<file path="config.mk">
export PLATFORM = sky130hd
export DESIGN_NAME = daily_temperature_summary_flat
export DESIGN_NICKNAME = d
export VERILOG_FILES = /design/src/rtl/dts_pkg.sv /design/src/rtl/dts_if.sv /design/src/rtl/dts_leap.sv /design/src/rtl/dts_div.sv /design/src/rtl/daily_temperature_summary.sv /design/src/flat_wrapper.sv
export VERILOG_INCLUDE_DIRS = /design/src /design/src/rtl
export SDC_FILE = /design/constraint.sdc
export NUM_CORES = 1
export LEC_CHECK = 0
export BUFFER_PORTS_ARGS = -buffer_cell sky130_fd_sc_hd__buf_2
export CAP_MARGIN = 10
export CORE_MARGIN = 2
export CORE_UTILIZATION = 50
export CTS_CLUSTER_SIZE = 14
export DETAILED_ROUTE_END_ITERATION = 10
export PLACE_DENSITY = 0.68
export SYNTH_ARGS = -nofsm -noshare
export SYNTH_HDL_FRONTEND = slang
export SYNTH_SLANG_ARGS = --single-unit
</file>
<file path="constraint.sdc">
create_clock -name clk -period 7.85 [get_ports clk]
set_clock_uncertainty 0.15 [all_clocks]
set_input_delay 1.9625 -clock clk [delete_from_list [all_inputs] [get_ports clk]]
set_output_delay 1.9625 -clock clk [all_outputs]
set_load 0.03 [all_outputs]
</file>
<file path="src/rtl/daily_temperature_summary_defines.svh">
// assertion macros shared by the daily temperature summary rtl
`ifndef DAILY_TEMPERATURE_SUMMARY_DEFINES_SVH
`define DAILY_TEMPERATURE_SUMMARY_DEFINES_SVH
`ifndef SYNTH
`define DTS_ASSERT_IMP(lbl, ck, rn, ante, cons) \
	lbl: assert property (@(posedge ck) disable iff (!rn) (ante) |-> (cons)) \
		else $error("dts assertion failed");
`define DTS_ASSERT_NEXT(lbl, ck, rn, ante, cons) \
	lbl: assert property (@(posedge ck) disable iff (!rn) (ante) |=> (cons)) \
		else $error("dts assertion failed");
`else
`define DTS_ASSERT_IMP(lbl, ck, rn, ante, cons)
`define DTS_ASSERT_NEXT(lbl, ck, rn, ante, cons)
`endif
`endif

</file>
<file path="src/rtl/dts_pkg.sv">
// shared constants, types and helper functions of the daily temperature summary
package dts_pkg;

	localparam int COUNT_BITS = 16;
	localparam int SUM_BITS   = COUNT_BITS + 12;
	localparam int NUM_BITS   = SUM_BITS + 1;
	localparam int DEN_BITS   = COUNT_BITS + 1;

	localparam int YEAR_W    = 14;
	localparam int MONTH_W   = 4;
	localparam int DAY_W     = 5;
	localparam int HOUR_W    = 5;
	localparam int MIN_W     = 6;
	localparam int SEC_W     = 6;
	localparam int TEMP_W    = 12;
	localparam int CNT_OUT_W = 16;
	localparam int CNTX_W    = COUNT_BITS + CNT_OUT_W;

	localparam logic signed [TEMP_W-1:0] MIN_RESET  = 12'sd1250;
	localparam logic signed [TEMP_W-1:0] MAX_RESET  = -12'sd250;
	localparam logic signed [TEMP_W-1:0] LOW_RESET  = 12'sd150;
	localparam logic signed [TEMP_W-1:0] HIGH_RESET = 12'sd420;

	localparam logic [HOUR_W-1:0] LAST_HOUR = 5'd23;
	localparam logic [MIN_W-1:0]  LAST_MIN  = 6'd59;
	localparam logic [SEC_W-1:0]  LAST_SEC  = 6'd59;
	localparam logic [MONTH_W-1:0] LAST_MONTH = 4'd12;

	// gregorian cycle, year residue kept below this
	localparam int LEAP_CYCLE = 400;
	localparam int CENTURY    = 100;
	localparam int RES_W      = 9;

	localparam int CFG_INDEX_W = 1;
	localparam logic [CFG_INDEX_W-1:0] REG_LOW_LIMIT  = 1'b0;
	localparam logic [CFG_INDEX_W-1:0] REG_HIGH_LIMIT = 1'b1;

	typedef struct packed {
		logic done;
		logic leap;
	} leap_st_t;

	typedef struct packed {
		logic              done;
		logic [TEMP_W-1:0] mean;
	} div_st_t;

	typedef struct packed {
		logic [YEAR_W-1:0]    summary_year;
		logic [MONTH_W-1:0]   summary_month;
		logic [DAY_W-1:0]     summary_day;
		logic [TEMP_W-1:0]    max_temp;
		logic [TEMP_W-1:0]    min_temp;
		logic [TEMP_W-1:0]    mean_temp;
		logic [CNT_OUT_W-1:0] sample_count;
		logic                 last_of_run;
	} summary_t;

	function automatic logic [DAY_W-1:0] month_length(input logic [MONTH_W-1:0] m,
			input logic leap);
		logic [DAY_W-1:0] len;
		case (m)
			4'd4, 4'd6, 4'd9, 4'd11: len = 5'd30;
			4'd2: len = leap ? 5'd29 : 5'd28;
			4'd1, 4'd3, 4'd5, 4'd7, 4'd8, 4'd10, 4'd12: len = 5'd31;
			default: len = 5'd0;
		endcase
		return len;
	endfunction

	// count shown on the output, clipped to its width
	function automatic logic [CNT_OUT_W-1:0] count_out(input logic [COUNT_BITS-1:0] c);
		logic [CNTX_W-1:0] w;
		logic [CNTX_W-1:0] lim;
		w   = CNTX_W'(c);
		lim = CNTX_W'({CNT_OUT_W{1'b1}});
		return (w > lim) ? {CNT_OUT_W{1'b1}} : w[CNT_OUT_W-1:0];
	endfunction

endpackage

</file>
<file path="src/rtl/dts_if.sv">
// sample and summary channel interfaces
interface dts_in_if import dts_pkg::*; ();
	logic                     valid;
	logic                     ready;
	logic [YEAR_W-1:0]        year;
	logic [MONTH_W-1:0]       month;
	logic [DAY_W-1:0]         day;
	logic [HOUR_W-1:0]        hour;
	logic [MIN_W-1:0]         minute;
	logic [SEC_W-1:0]         second;
	logic signed [TEMP_W-1:0] temperature;
	logic                     end_of_stream;

	modport source (output valid, year, month, day, hour, minute, second, temperature,
		end_of_stream, input ready);
	modport sink (input valid, year, month, day, hour, minute, second, temperature,
		end_of_stream, output ready);
endinterface

interface dts_out_if import dts_pkg::*; ();
	logic                     valid;
	logic                     ready;
	logic [YEAR_W-1:0]        summary_year;
	logic [MONTH_W-1:0]       summary_month;
	logic [DAY_W-1:0]         summary_day;
	logic signed [TEMP_W-1:0] max_temp;
	logic signed [TEMP_W-1:0] min_temp;
	logic signed [TEMP_W-1:0] mean_temp;
	logic [CNT_OUT_W-1:0]     sample_count;
	logic                     last_of_run;

	modport source (output valid, summary_year, summary_month, summary_day, max_temp,
		min_temp, mean_temp, sample_count, last_of_run, input ready);
	modport sink (input valid, summary_year, summary_month, summary_day, max_temp,
		min_temp, mean_temp, sample_count, last_of_run, output ready);
endinterface

</file>
<file path="src/rtl/dts_leap.sv">
// bit-serial leap year check: year residue mod 400, one year bit per cycle
module dts_leap import dts_pkg::*; (
	input  logic              clk,
	input  logic              arst_n,
	input  logic              start,
	input  logic [YEAR_W-1:0] year,
	output leap_st_t          st
);
	localparam int CNT_W = $clog2(YEAR_W + 1);

	logic [YEAR_W-1:0] yr_q;
	logic [RES_W-1:0]  res_q;
	logic [CNT_W-1:0]  cnt_q;
	logic              busy_q;
	logic              done_q;
	logic [RES_W:0]    trial;
	logic [RES_W-1:0]  res_next;

	always_comb begin
		trial = {res_q, yr_q[YEAR_W-1]};
		if (trial >= (RES_W + 1)'(LEAP_CYCLE))
			res_next = RES_W'(trial - (RES_W + 1)'(LEAP_CYCLE));
		else
			res_next = trial[RES_W-1:0];
	end

	always_ff @(posedge clk or negedge arst_n) begin
		if (!arst_n) begin
			busy_q <= 1'b0;
			cnt_q  <= '0;
			done_q <= 1'b0;
		end else begin
			done_q <= !start && busy_q && (cnt_q == CNT_W'(1));
			if (start) begin
				busy_q <= 1'b1;
				cnt_q  <= CNT_W'(YEAR_W);
			end else if (busy_q) begin
				cnt_q <= cnt_q - 1'b1;
				if (cnt_q == CNT_W'(1))
					busy_q <= 1'b0;
			end
		end
	end

	always_ff @(posedge clk) begin
		if (start) begin
			yr_q  <= year;
			res_q <= '0;
		end else if (busy_q) begin
			yr_q  <= {yr_q[YEAR_W-2:0], 1'b0};
			res_q <= res_next;
		end
	end

	// residue mod 4 equals year mod 4; centuries leap only when divisible by 400
	assign st.done = done_q;
	assign st.leap = (res_q[1:0] == 2'b00) && (res_q != RES_W'(CENTURY))
		&& (res_q != RES_W'(2 * CENTURY)) && (res_q != RES_W'(3 * CENTURY));

endmodule

</file>
<file path="src/rtl/dts_div.sv">
// bit-serial restoring divider for the rounded day mean
module dts_div import dts_pkg::*; (
	input  logic                       clk,
	input  logic                       arst_n,
	input  logic                       start,
	input  logic signed [SUM_BITS-1:0] sum,
	input  logic [COUNT_BITS-1:0]      count,
	output div_st_t                    st
);
	localparam int CNT_W = $clog2(NUM_BITS + 1);

	logic [NUM_BITS-1:0] num_q;
	logic [DEN_BITS-1:0] den_q;
	logic [DEN_BITS-1:0] rem_q;
	logic                neg_q;
	logic                zero_q;
	logic [CNT_W-1:0]    cnt_q;
	logic                busy_q;
	logic                done_q;
	logic [SUM_BITS-1:0] mag;
	logic [DEN_BITS:0]   trial;
	logic                ge;
	logic [TEMP_W-1:0]   q;

	always_comb begin
		mag   = sum[SUM_BITS-1] ? SUM_BITS'(~sum + 1'b1) : SUM_BITS'(sum);
		trial = {rem_q, num_q[NUM_BITS-1]};
		ge    = trial >= {1'b0, den_q};
		q     = num_q[TEMP_W-1:0];
	end

	always_ff @(posedge clk or negedge arst_n) begin
		if (!arst_n) begin
			busy_q <= 1'b0;
			done_q <= 1'b0;
			cnt_q  <= '0;
		end else if (start) begin
			busy_q <= 1'b1;
			done_q <= 1'b0;
			cnt_q  <= CNT_W'(NUM_BITS);
		end else if (busy_q) begin
			cnt_q <= cnt_q - 1'b1;
			if (cnt_q == CNT_W'(1)) begin
				busy_q <= 1'b0;
				done_q <= 1'b1;
			end
		end
	end

	// numerator 2|sum| + n over 2n rounds halves away from zero
	always_ff @(posedge clk) begin
		if (start) begin
			num_q  <= {mag, 1'b0} + NUM_BITS'(count);
			den_q  <= {count, 1'b0};
			rem_q  <= '0;
			neg_q  <= sum[SUM_BITS-1];
			zero_q <= (count == '0);
		end else if (busy_q) begin
			rem_q <= ge ? DEN_BITS'(trial - {1'b0, den_q}) : trial[DEN_BITS-1:0];
			num_q <= {num_q[NUM_BITS-2:0], ge};
		end
	end

	assign st.done = done_q;
	assign st.mean = zero_q ? '0 : (neg_q ? TEMP_W'(~q + 1'b1) : q);

endmodule

</file>
<file path="src/rtl/daily_temperature_summary.sv">
// Daily temperature summary: per-day max, min, rounded mean and count of samples.
// Samples arrive on the valid/ready channel "samples", one timestamped reading per
// request; day summaries leave on "summaries". Limits are written through
// cfg_we/cfg_index/cfg_data (index 0 low limit, index 1 high limit); the user
// must write them only while idle, which the block itself does not enforce.
// Each request is handled on its own. The leap year check walks the year one bit
// a cycle, and each summary needs a serial divide of 29 steps (COUNT_BITS + 13).
// Summaries sit in an output register; while the receiver stalls a finished
// summary waits there and the next divide result waits in the divider, so no
// request is taken while a divide result is held back.
// Reset clears the day and the output valid flag and sets the limits to 15.0 and
// 42.0 degrees; the block is ready in the first cycle after reset.
`include "daily_temperature_summary_defines.svh"
module daily_temperature_summary import dts_pkg::*; (
	input  logic                   clk,
	input  logic                   arst_n,
	dts_in_if.sink                 samples,
	dts_out_if.source              summaries,
	input  logic                   cfg_we,
	input  logic [CFG_INDEX_W-1:0] cfg_index,
	input  logic [TEMP_W-1:0]      cfg_data
);
	localparam logic [1:0] S_IDLE = 2'd0;
	localparam logic [1:0] S_LEAP = 2'd1;
	localparam logic [1:0] S_EOS  = 2'd2;
	localparam logic [1:0] S_DIV  = 2'd3;

	logic [1:0] state_q;

	logic signed [TEMP_W-1:0] low_q;
	logic signed [TEMP_W-1:0] high_q;

	logic [YEAR_W-1:0]        in_year_q;
	logic [MONTH_W-1:0]       in_month_q;
	logic [DAY_W-1:0]         in_day_q;
	logic [HOUR_W-1:0]        in_hour_q;
	logic [MIN_W-1:0]         in_min_q;
	logic [SEC_W-1:0]         in_sec_q;
	logic signed [TEMP_W-1:0] in_temp_q;
	logic                     in_eos_q;

	logic [YEAR_W-1:0]          stored_year_q;
	logic [MONTH_W-1:0]         stored_month_q;
	logic [DAY_W-1:0]           stored_day_q;
	logic                       have_day_q;
	logic signed [SUM_BITS-1:0] day_sum_q;
	logic signed [TEMP_W-1:0]   day_min_q;
	logic signed [TEMP_W-1:0]   day_max_q;
	logic [COUNT_BITS-1:0]      day_count_q;

	logic [YEAR_W-1:0]        res_year_q;
	logic [MONTH_W-1:0]       res_month_q;
	logic [DAY_W-1:0]         res_day_q;
	logic [TEMP_W-1:0]        res_max_q;
	logic [TEMP_W-1:0]        res_min_q;
	logic [CNT_OUT_W-1:0]     res_count_q;
	logic                     res_last_q;
	logic                     ret_eos_q;

	summary_t out_q;
	logic     out_valid_q;

	leap_st_t leap_st;
	div_st_t  div_st;

	logic                       accept;
	logic                       valid_ts;
	logic                       date_change;
	logic                       inwin;
	logic signed [SUM_BITS-1:0] base_sum;
	logic signed [TEMP_W-1:0]   base_min;
	logic signed [TEMP_W-1:0]   base_max;
	logic [COUNT_BITS-1:0]      base_count;
	logic signed [SUM_BITS-1:0] acc_sum;
	logic signed [TEMP_W-1:0]   acc_min;
	logic signed [TEMP_W-1:0]   acc_max;
	logic [COUNT_BITS-1:0]      acc_count;
	logic                       snap_change;
	logic                       snap_eos;
	logic                       snap;
	logic                       slot_free;
	logic                       load_out;

	assign accept        = samples.valid && (state_q == S_IDLE);
	assign samples.ready = (state_q == S_IDLE);

	always_comb begin
		valid_ts = (in_month_q != '0) && (in_month_q <= LAST_MONTH) && (in_day_q != '0)
			&& (in_day_q <= month_length(in_month_q, leap_st.leap))
			&& (in_hour_q <= LAST_HOUR) && (in_min_q <= LAST_MIN) && (in_sec_q <= LAST_SEC);
		date_change = have_day_q && ((in_year_q != stored_year_q)
			|| (in_month_q != stored_month_q) || (in_day_q != stored_day_q));
		inwin = (in_temp_q >= low_q) && (in_temp_q <= high_q);

		// a date change starts the new day from cleared accumulators
		if (date_change) begin
			base_sum   = '0;
			base_min   = MIN_RESET;
			base_max   = MAX_RESET;
			base_count = '0;
		end else begin
			base_sum   = day_sum_q;
			base_min   = day_min_q;
			base_max   = day_max_q;
			base_count = day_count_q;
		end

		acc_sum   = base_sum;
		acc_min   = base_min;
		acc_max   = base_max;
		acc_count = base_count;
		if (inwin) begin
			if (in_temp_q < base_min)
				acc_min = in_temp_q;
			if (in_temp_q > base_max)
				acc_max = in_temp_q;
			// saturated count freezes the sum as well
			if (base_count != {COUNT_BITS{1'b1}}) begin
				acc_sum   = base_sum + SUM_BITS'(in_temp_q);
				acc_count = base_count + 1'b1;
			end
		end

		snap_change = (state_q == S_LEAP) && leap_st.done && valid_ts && date_change;
		snap_eos    = (state_q == S_EOS) && in_eos_q && have_day_q && (day_count_q != '0);
		snap        = snap_change || snap_eos;
		slot_free   = !out_valid_q || summaries.ready;
		load_out    = (state_q == S_DIV) && div_st.done && slot_free;
	end

	dts_leap u_leap (
		.clk    (clk),
		.arst_n (arst_n),
		.start  (accept),
		.year   (samples.year),
		.st     (leap_st)
	);

	dts_div u_div (
		.clk    (clk),
		.arst_n (arst_n),
		.start  (snap),
		.sum    (day_sum_q),
		.count  (day_count_q),
		.st     (div_st)
	);

	always_ff @(posedge clk or negedge arst_n) begin
		if (!arst_n) begin
			state_q        <= S_IDLE;
			low_q          <= LOW_RESET;
			high_q         <= HIGH_RESET;
			stored_year_q  <= '0;
			stored_month_q <= '0;
			stored_day_q   <= '0;
			have_day_q     <= 1'b0;
			day_sum_q      <= '0;
			day_min_q      <= MIN_RESET;
			day_max_q      <= MAX_RESET;
			day_count_q    <= '0;
			ret_eos_q      <= 1'b0;
			out_valid_q    <= 1'b0;
		end else begin
			if (cfg_we) begin
				case (cfg_index)
					REG_LOW_LIMIT:  low_q  <= cfg_data;
					REG_HIGH_LIMIT: high_q <= cfg_data;
					default: ;
				endcase
			end

			if (load_out)
				out_valid_q <= 1'b1;
			else if (summaries.ready)
				out_valid_q <= 1'b0;

			case (state_q)
				S_IDLE: begin
					if (accept)
						state_q <= S_LEAP;
				end
				S_LEAP: begin
					if (leap_st.done) begin
						if (valid_ts) begin
							stored_year_q  <= in_year_q;
							stored_month_q <= in_month_q;
							stored_day_q   <= in_day_q;
							have_day_q     <= 1'b1;
							day_sum_q      <= acc_sum;
							day_min_q      <= acc_min;
							day_max_q      <= acc_max;
							day_count_q    <= acc_count;
						end
						if (snap_change) begin
							ret_eos_q <= 1'b1;
							state_q   <= S_DIV;
						end else begin
							state_q <= S_EOS;
						end
					end
				end
				S_EOS: begin
					if (in_eos_q) begin
						have_day_q  <= 1'b0;
						day_sum_q   <= '0;
						day_min_q   <= MIN_RESET;
						day_max_q   <= MAX_RESET;
						day_count_q <= '0;
					end
					if (snap_eos) begin
						ret_eos_q <= 1'b0;
						state_q   <= S_DIV;
					end else begin
						state_q <= S_IDLE;
					end
				end
				S_DIV: begin
					if (load_out)
						state_q <= ret_eos_q ? S_EOS : S_IDLE;
				end
				default: state_q <= S_IDLE;
			endcase
		end
	end

	always_ff @(posedge clk) begin
		if (accept) begin
			in_year_q  <= samples.year;
			in_month_q <= samples.month;
			in_day_q   <= samples.day;
			in_hour_q  <= samples.hour;
			in_min_q   <= samples.minute;
			in_sec_q   <= samples.second;
			in_temp_q  <= samples.temperature;
			in_eos_q   <= samples.end_of_stream;
		end
		if (snap) begin
			res_year_q  <= stored_year_q;
			res_month_q <= stored_month_q;
			res_day_q   <= stored_day_q;
			res_max_q   <= day_max_q;
			res_min_q   <= day_min_q;
			res_count_q <= count_out(day_count_q);
			// a flush follows only if the new day already holds a counted sample
			res_last_q  <= snap_change ? !(in_eos_q && inwin) : 1'b1;
		end
		if (load_out) begin
			out_q.summary_year  <= res_year_q;
			out_q.summary_month <= res_month_q;
			out_q.summary_day   <= res_day_q;
			out_q.max_temp      <= res_max_q;
			out_q.min_temp      <= res_min_q;
			out_q.mean_temp     <= div_st.mean;
			out_q.sample_count  <= res_count_q;
			out_q.last_of_run   <= res_last_q;
		end
	end

	assign summaries.valid         = out_valid_q;
	assign summaries.summary_year  = out_q.summary_year;
	assign summaries.summary_month = out_q.summary_month;
	assign summaries.summary_day   = out_q.summary_day;
	assign summaries.max_temp      = out_q.max_temp;
	assign summaries.min_temp      = out_q.min_temp;
	assign summaries.mean_temp     = out_q.mean_temp;
	assign summaries.sample_count  = out_q.sample_count;
	assign summaries.last_of_run   = out_q.last_of_run;

	`DTS_ASSERT_NEXT(a_accept_starts_check, clk, arst_n, samples.valid && samples.ready, state_q == S_LEAP)
	`DTS_ASSERT_IMP(a_leap_done_in_check, clk, arst_n, leap_st.done, state_q == S_LEAP)
	`DTS_ASSERT_IMP(a_no_day_is_empty, clk, arst_n, !have_day_q, (day_count_q == '0) && (day_sum_q == '0))
	`DTS_ASSERT_IMP(a_min_not_above_max, clk, arst_n, day_count_q != '0, day_min_q <= day_max_q)
	`DTS_ASSERT_NEXT(a_load_shows_result, clk, arst_n, load_out, summaries.valid)

endmodule
</file>
<file path="src/flat_wrapper.sv">
// flat-port wrapper written by rule: the top's interface ports become plain ports
module daily_temperature_summary_flat import dts_pkg::*;
  (clk, arst_n, cfg_we, cfg_index, cfg_data, samples_valid, samples_year, samples_month, samples_day, samples_hour, samples_minute, samples_second, samples_temperature, samples_end_of_stream, samples_ready, summaries_valid, summaries_summary_year, summaries_summary_month, summaries_summary_day, summaries_max_temp, summaries_min_temp, summaries_mean_temp, summaries_sample_count, summaries_last_of_run, summaries_ready);
  dts_in_if samples_i ();
  dts_out_if summaries_i ();
  input  logic clk;
  input  logic arst_n;
  input  logic cfg_we;
  input  logic [CFG_INDEX_W-1:0] cfg_index;
  input  logic [TEMP_W-1:0] cfg_data;
  input wire logic [$bits(samples_i.valid)-1:0] samples_valid;
  input wire logic [$bits(samples_i.year)-1:0] samples_year;
  input wire logic [$bits(samples_i.month)-1:0] samples_month;
  input wire logic [$bits(samples_i.day)-1:0] samples_day;
  input wire logic [$bits(samples_i.hour)-1:0] samples_hour;
  input wire logic [$bits(samples_i.minute)-1:0] samples_minute;
  input wire logic [$bits(samples_i.second)-1:0] samples_second;
  input wire logic [$bits(samples_i.temperature)-1:0] samples_temperature;
  input wire logic [$bits(samples_i.end_of_stream)-1:0] samples_end_of_stream;
  output wire logic [$bits(samples_i.ready)-1:0] samples_ready;
  output wire logic [$bits(summaries_i.valid)-1:0] summaries_valid;
  output wire logic [$bits(summaries_i.summary_year)-1:0] summaries_summary_year;
  output wire logic [$bits(summaries_i.summary_month)-1:0] summaries_summary_month;
  output wire logic [$bits(summaries_i.summary_day)-1:0] summaries_summary_day;
  output wire logic [$bits(summaries_i.max_temp)-1:0] summaries_max_temp;
  output wire logic [$bits(summaries_i.min_temp)-1:0] summaries_min_temp;
  output wire logic [$bits(summaries_i.mean_temp)-1:0] summaries_mean_temp;
  output wire logic [$bits(summaries_i.sample_count)-1:0] summaries_sample_count;
  output wire logic [$bits(summaries_i.last_of_run)-1:0] summaries_last_of_run;
  input wire logic [$bits(summaries_i.ready)-1:0] summaries_ready;
  assign samples_i.valid = samples_valid;
  assign samples_i.year = samples_year;
  assign samples_i.month = samples_month;
  assign samples_i.day = samples_day;
  assign samples_i.hour = samples_hour;
  assign samples_i.minute = samples_minute;
  assign samples_i.second = samples_second;
  assign samples_i.temperature = samples_temperature;
  assign samples_i.end_of_stream = samples_end_of_stream;
  assign samples_ready = samples_i.ready;
  assign summaries_valid = summaries_i.valid;
  assign summaries_summary_year = summaries_i.summary_year;
  assign summaries_summary_month = summaries_i.summary_month;
  assign summaries_summary_day = summaries_i.summary_day;
  assign summaries_max_temp = summaries_i.max_temp;
  assign summaries_min_temp = summaries_i.min_temp;
  assign summaries_mean_temp = summaries_i.mean_temp;
  assign summaries_sample_count = summaries_i.sample_count;
  assign summaries_last_of_run = summaries_i.last_of_run;
  assign summaries_i.ready = summaries_ready;
  daily_temperature_summary u_core (.clk(clk), .arst_n(arst_n), .samples(samples_i), .summaries(summaries_i), .cfg_we(cfg_we), .cfg_index(cfg_index), .cfg_data(cfg_data));
endmodule
</file>
Yosys cells after proc, flatten, opt, wreduce, memory -nomap -nowiden
Cells that the tools add are included. W data, S select, Z words.

Bitwise logic cells: 3. Muxes and demuxes: 68. Add/sub/neg operators: 9. Eq/ne operators: 31. Reductions and logical operators: 50. Order comparisons: 11.

Operators with widths (count): $mux W28 (7); $mux W12 (13); $mux W16 (6); $mux W29 (2); $pmux W28 S2 (1); $pmux W12 S2 (2); $pmux W16 S2 (1); $add A29 B16 Y29 (1); $add A28 B1 Y28 const B (1); $add A28 B12 Y28 (1); $mux W14 (2); $not A28 Y28 (1); $logic_and A1 B1 Y1 (23); $eq A4 B4 Y1 const B (5); $mux W1 (19); $ge A18 B17 Y1 (1); $mux W17 (1); $sub A17 B17 Y17 (1); $add A16 B1 Y16 const B (1); $eq A4 B3 Y1 const B (4); $logic_not A16 Y1 (1); $ne A16 B16 Y1 const B (1); $reduce_bool A16 Y1 (1); $pmux W5 S3 (1); 45 further kinds (75).

Output and inout port bits: 78. Bits in registers: 397. Bits of input ports: 71. Word-level logic and storage cells: 220.

Logic depth before layout (Yosys ltp)
Depth after elaboration: 16. Mapped depth: 20. Mapped depth without buffers: 18.

Modules after synthesis
From an unflattened synthesis, not the netlist that was laid out.

Cell total of the unflattened synthesis: 1811. Area, all modules: 20686.1 µm².

By module, submodules not included: daily_temperature_summary (area each 13675.6 µm², instances 1, cells each 1089, seq. area each 8612.0 µm²); dts_div (area each 5586.6 µm², instances 1, cells each 601, seq. area each 1926.8 µm²); dts_leap (area each 1423.9 µm², instances 1, cells each 121, seq. area each 750.7 µm²).

Worst setup path after synthesis
OpenSTA, ideal clock, no wires.

Kind: input to register. Start point: input port summaries_ready. End point: register u_core.state_q[1]. Required time: 7.567 ns. Arrival: 6.473 ns. Buffers on the path: 0. Stages: 5. Library setup time: 0.133 ns. Slack: 1.095 ns. Path through: inv_1 a21oi_1 o221ai_1 a21oi_1 a21oi_1.

Longest elaborated chain between the ends: 4.

Ends and longest elaborated chain: start: declaration (line flat_wrapper.sv:30) `input wire logic [$bits(summaries_i.ready)-1:0] summaries_ready;`; $logic_or A1 B1 Y1 (line daily_temperature_summary.sv:127) `slot_free = !out_valid_q || summaries.ready;`; $logic_and A1 B1 Y1 (line daily_temperature_summary.sv:128) `load_out = (state_q == S_DIV) && div_st.done && slot_free;`; via u_core.load_out (line daily_temperature_summary.sv:82) `logic load_out;`; $ne A2 B1 Y1 (no line); $reduce_and A3 Y1 (no line); end signal: assignment (line daily_temperature_summary.sv:219) `state_q <= ret_eos_q ? S_EOS : S_IDLE;`; end: declaration (line daily_temperature_summary.sv:28) `logic [1:0] state_q;`.

The timed path passes the listed nets, and every way through them passes these cells. A chain may end at the register's enable or synchronous reset.

Final worst setup path
Start point: register u_core.u_leap.res_q[3]. End point: register u_core.u_div.num_q[9] (data pin).

Longest elaborated chain between the ends: 15. Elaborated cells between the ends (all ways): 17. Those cells by class: order compare (1); eq/ne (3); mux (3); reduce/logical (10).

Ends and longest elaborated chain: start: declaration (line dts_leap.sv:12) `logic [RES_W-1:0] res_q;`; start signal: assignment (line dts_leap.sv:51) `res_q <= res_next;`; $ne A9 B7 Y1 (line dts_leap.sv:57) `assign st.leap = (res_q[1:0] == 2'b00) && (res_q != RES_W'(CENTURY))`; $logic_and A1 B1 Y1 (line dts_leap.sv:57); $logic_and A1 B1 Y1 (line dts_leap.sv:58) `&& (res_q != RES_W'(2 * CENTURY)) && (res_q != RES_W'(3 * CENTURY));`; $logic_and A1 B1 Y1 (*) (line dts_leap.sv:58); $mux W1 (*) (line dts_pkg.sv:64) `4'd2: len = leap ? 5'd29 : 5'd28;`; $pmux W5 S3 (*) (line dts_pkg.sv:62) `case (m)`; $le A5 B5 Y1 (*) (line daily_temperature_summary.sv:89) `&& (in_day_q <= month_length(in_month_q, leap_st.leap))`; $logic_and A1 B1 Y1 (*) (line daily_temperature_summary.sv:89); $logic_and A1 B1 Y1 (*) (3 in a row) (line daily_temperature_summary.sv:90) `&& (in_hour_q <= LAST_HOUR) && (in_min_q <= LAST_MIN) && (in_sec_q <= LAST_SEC);`; $logic_and A1 B1 Y1 (*) (2 in a row) (line daily_temperature_summary.sv:124) `snap_change = (state_q == S_LEAP) && leap_st.done && valid_ts && date_change;`; $logic_or A1 B1 Y1 (*) (line daily_temperature_summary.sv:126) `snap = snap_change || snap_eos;`; $mux W29 (*) (line dts_div.sv:52) `if (start) begin`; end signal: assignment (line dts_div.sv:53) `num_q <= {mag, 1'b0} + NUM_BITS'(count);`; end signal: assignment (line dts_div.sv:60) `num_q <= {num_q[NUM_BITS-2:0], ge};`; end: declaration (line dts_div.sv:12) `logic [NUM_BITS-1:0] num_q;`.

Every way passes the cells marked *; elsewhere a longest branch is shown, timed or not.

==> flow_summary.json <==
{
  "place_ws_ns": 2.23,
  "endpoint_kind": "flip-flop",
  "htreeDepth": 2,
  "overflow": 0,
  "ctsHoldBuffers": 0,
  "drive_gt1_frac": 0.151,
  "ioPinCount": 149,
  "numCtsBuffers": 42,
  "crit_buf_inv": 5,
  "setup_viol": 0,
  "synth_nets": 1962,
  "hpwl_um": 30600,
  "cp_data_arrival_time_ns": 5.76,
  "power_switching_uw": 884,
  "synthCells": 1769,
  "drtIter0Drc": 845,
  "crit_path_top_delay_cell": "inv_4",
  "cp-start-kind": "flip-flop",
  "root_buffer": "clkbuf_16",
  "p_seq_frac": 0.514,
  "grt_pass1_vias": 13600,
  "slew_violations": 0,
  "rsz0062_at_grt": "no",
  "pwr-share-comb": 0.027,
  "worst_slack_ns": 2.22,
  "reg2regPathDepth": 19,
  "yosysWarningCount": 0,
  "area_growth_pct": 13.4,
  "max_freq_mhz": 178,
  "rows": 72,
  "synth_top_area_cell": "edfxtp_1",
  "min_path_cells": 0,
  "seq_area_um2": 10800,
  "placed_cell_area_um2": 21100,
  "fin_nets": 2104,
  "p_int_uw": 3370,
  "p_leak_uw": 0.00893,
  "cp_top_family": "buffers and inverters",
  "num_vias": 13900,
  "status": "finished, final reports clean",
  "grt_start_max_net_pins": 97,
  "netlist.area_leader.share": 0.351,
  "postCtsSetupRepairBufs": 0,
  "core_um2": 38800,
  "clk_pin_slew_ns": 0.06,
  "wirelength_um": 43600,
  "post_synth_main_area_contributors": "edfxtp_1, dfrtp_1, ha_1",
  "cts_sinks": 390,
  "antenna_found_initial": 1,
  "fin_crit_ns": 5.63,
  "gp_congestion": 0.858,
  "synthDistinctLibCells": 85,
  "hold_violations": 0,
  "final_cell_area_um2": 22400,
  "worstPathCellList": "inv_1, or4_1, or3_1, a41oi_1, a21oi_1, nor2_1, a21oi_1, ha_1, nand4_1, mux2i_1, a21oi_1, a2111oi_4, buf_4, nand2_1, and2_1, buf_4, inv_4, buf_4, a21oi_1",
  "die_y_um": 203,
  "viasPerCell": 5.64,
  "grt_usage": 0.215,
  "worstMarginPinSlew_ns": 1.25,
  "insertion_delay_ns": 0.58,
  "max-vdd-ir-drop_mv": 0.180,
  "drc_errors": 0,
  "synth_edf_count": 231,
  "antenna_left": 0,
  "grt_pass1_wl_um": 70700,
  "start_util": 0.510,
  "p_clk_frac": 0.459,
  "die_area_um2": 41200,
  "relSlewSlack": 0.167,
  "port_buffers": 141,
  "setup_tns_ns": 0,
  "whs_ns": 0.266,
  "multi_input_area_um2": 8500,
  "ys_seq_elements": 390,
  "dr.pass1.iters": 8,
  "worstPathRequired_ns": 7.99,
  "avgSynthCellArea_um2": 11.2,
  "routedWlPerCell_um": 17.7,
  "async_flop_share": 0.341,
  "clockBufferDepth": 3,
  "die_w_um": 203,
  "switching_share": 0.208,
  "period_share": 0.717,
  "p_per_area_nw_per_um2": 190,
  "drv_cap": 0,
  "nFillCells": 3217,
  "ys.flop_type": "edfxtp_1",
  "hp-class": "reg2reg",
  "worstSetupPathDepth": 19,
  "max_stage_delay_ns": 0.75,
  "path_class": "reg2reg",
  "synth_seq_area_share": 0.546,
  "path_max_fanout": 78,
  "crit_top_cell": "a21oi_1",
  "cts_tree": "done",
  "syn-cell-area_um2": 19800,
  "cts-resized-gates": 0
}
-- flip-flops by register name, indices dropped and copies added (netlist names), 9 cells and up --
name                           count
u_core.res_max_q                  12
u_core.summaries.sample_count     16
u_core.summaries.mean_temp        12
u_core.high_q                     12
u_core.day_count_q                16
u_core.res_year_q                 14
u_core.u_div.num_q                29
u_core.in_temp_q                  12
u_core.res_count_q                16
u_core.day_max_q                  12
u_core.u_div.rem_q                17
u_core.stored_year_q              14
u_core.low_q                      12
u_core.summaries.summary_year     14
u_core.u_leap.yr_q                14
u_core.u_leap.res_q                9
u_core.in_year_q                  14
u_core.summaries.min_temp         12
u_core.day_min_q                  12
u_core.summaries.max_temp         12
u_core.day_sum_q                  28
u_core.res_min_q                  12
-- layout by cell type, fill, tap and decap left out, drive strengths merged, types with 7 or more instances in the layout --
master and instances:
mux2 37, o21ai 141, and2 30, nand3 26
ha 119, nor4 19, o31ai 16, a21o 27
clkinv 12, dfstp 19, a211oi 12, clkbuf 59
nand2 183, or4 10, nor2b 18, dfrtp 114
nor2 115, or2 7, nand2b 22, nor3 20
mux2i 11, nor3b 8, buf 154, o21a 15
o41ai 8, a32o 11, o211ai 15, a31oi 15
edfxtp 231, nand4 17, a21oi 98, xor2 68
inv 84, xnor2 51, or3 12, dfxtp 26
a22o 11, and3 15
-- layout make-up --
| class | count | share of cell area |
|---|---|---|
| flip-flops and latches | 390 | 0.482 |
| diodes | 1 | 0.000112 |
| clock inverters | 19 | 0.00848 |
| repair buffers | 154 | 0.0361 |
| clock buffers | 59 | 0.0520 |
| multi-input cells | 1242 | 0.379 |
| inverters | 81 | 0.0137 |
| well taps | 518 | 0.0289 |
-- cells by family (layout without fill, tap and decap cells) --
family / count (synthesis) / after routing / synth area share
other: 0 / 1 / 0
xor gates and xnor gates: 119 / 119 / 0.0527
and+or+nand+nor: 521 / 521 / 0.130
adders and majority gates: 122 / 122 / 0.0783
DFF: 390 / 390 / 0.546
buffers and inverters: 137 / 313 / 0.0261
AOI/OAI and AO/OA: 432 / 432 / 0.140
muxes: 48 / 48 / 0.0266
-- per-layer routing --
| metal | part of all wire | global-route usage |
|---|---|---|
| met5 | 0 | 0 |
| met4 | 0.026 | 0.0766 |
| met3 | 0.052 | 0.0281 |
| met2 | 0.45 | 0.340 |
| met1 | 0.47 | 0.307 |
-- power groups by stage --
stage               clock, uW  combinational (uW)  sequential (uW)
floorplan                   0                62.2             2220
global placement            0                 111             2230
detailed placement          0                 115             2230
CTS                      2000                 116             2190
global route             2080                 131             2190
finish                   1950                 114             2190
-- path summary, 6_finish.rpt --
path | startpoint | end | slack, ns
setup / recovery | u_core.u_leap.res_q[3] | u_core.u_div.num_q[9] | 2.22
hold / removal | u_core.res_min_q[8] | u_core.summaries.min_temp[8] | 0.27
setup reg to reg | u_core.u_leap.res_q[3] | u_core.u_div.num_q[9] | 2.22
hold reg to reg | u_core.res_min_q[8] | u_core.summaries.min_temp[8] | 0.27
max in group asynchronous | arst_n | u_core.day_sum_q[25] | 5.12
min in group asynchronous | arst_n | u_core.u_leap.cnt_q[3] | 1.32
-- cells in the mapped netlist (all sizes together) (16+ instances only) --
library cell,count
clkbuf,54
nand3,26
inv,81
edfxtp,231
nor2,115
and2,30
dfxtp,26
dfstp,19
mux2,37
o21ai,141
a21o,27
nand2,183
nor3,20
xnor2,51
ha,119
a21oi,98
nand2b,22
o31ai,16
xor2,68
nor2b,18
nand4,17
nor4,19
dfrtp,114
-- per-stage QoR --
stage	power, uW	std cells	util
2_1_floorplan	2290	1769	-
3_3_place_gp	2340	2385	0.543
3_5_place_dp	2340	2385	0.543
4_1_cts	4300	2463	0.578
5_1_grt	4390	2464	0.578
6_report	4250	2464	0.578
No activity file was read; power rests on OpenSTA's default activity.
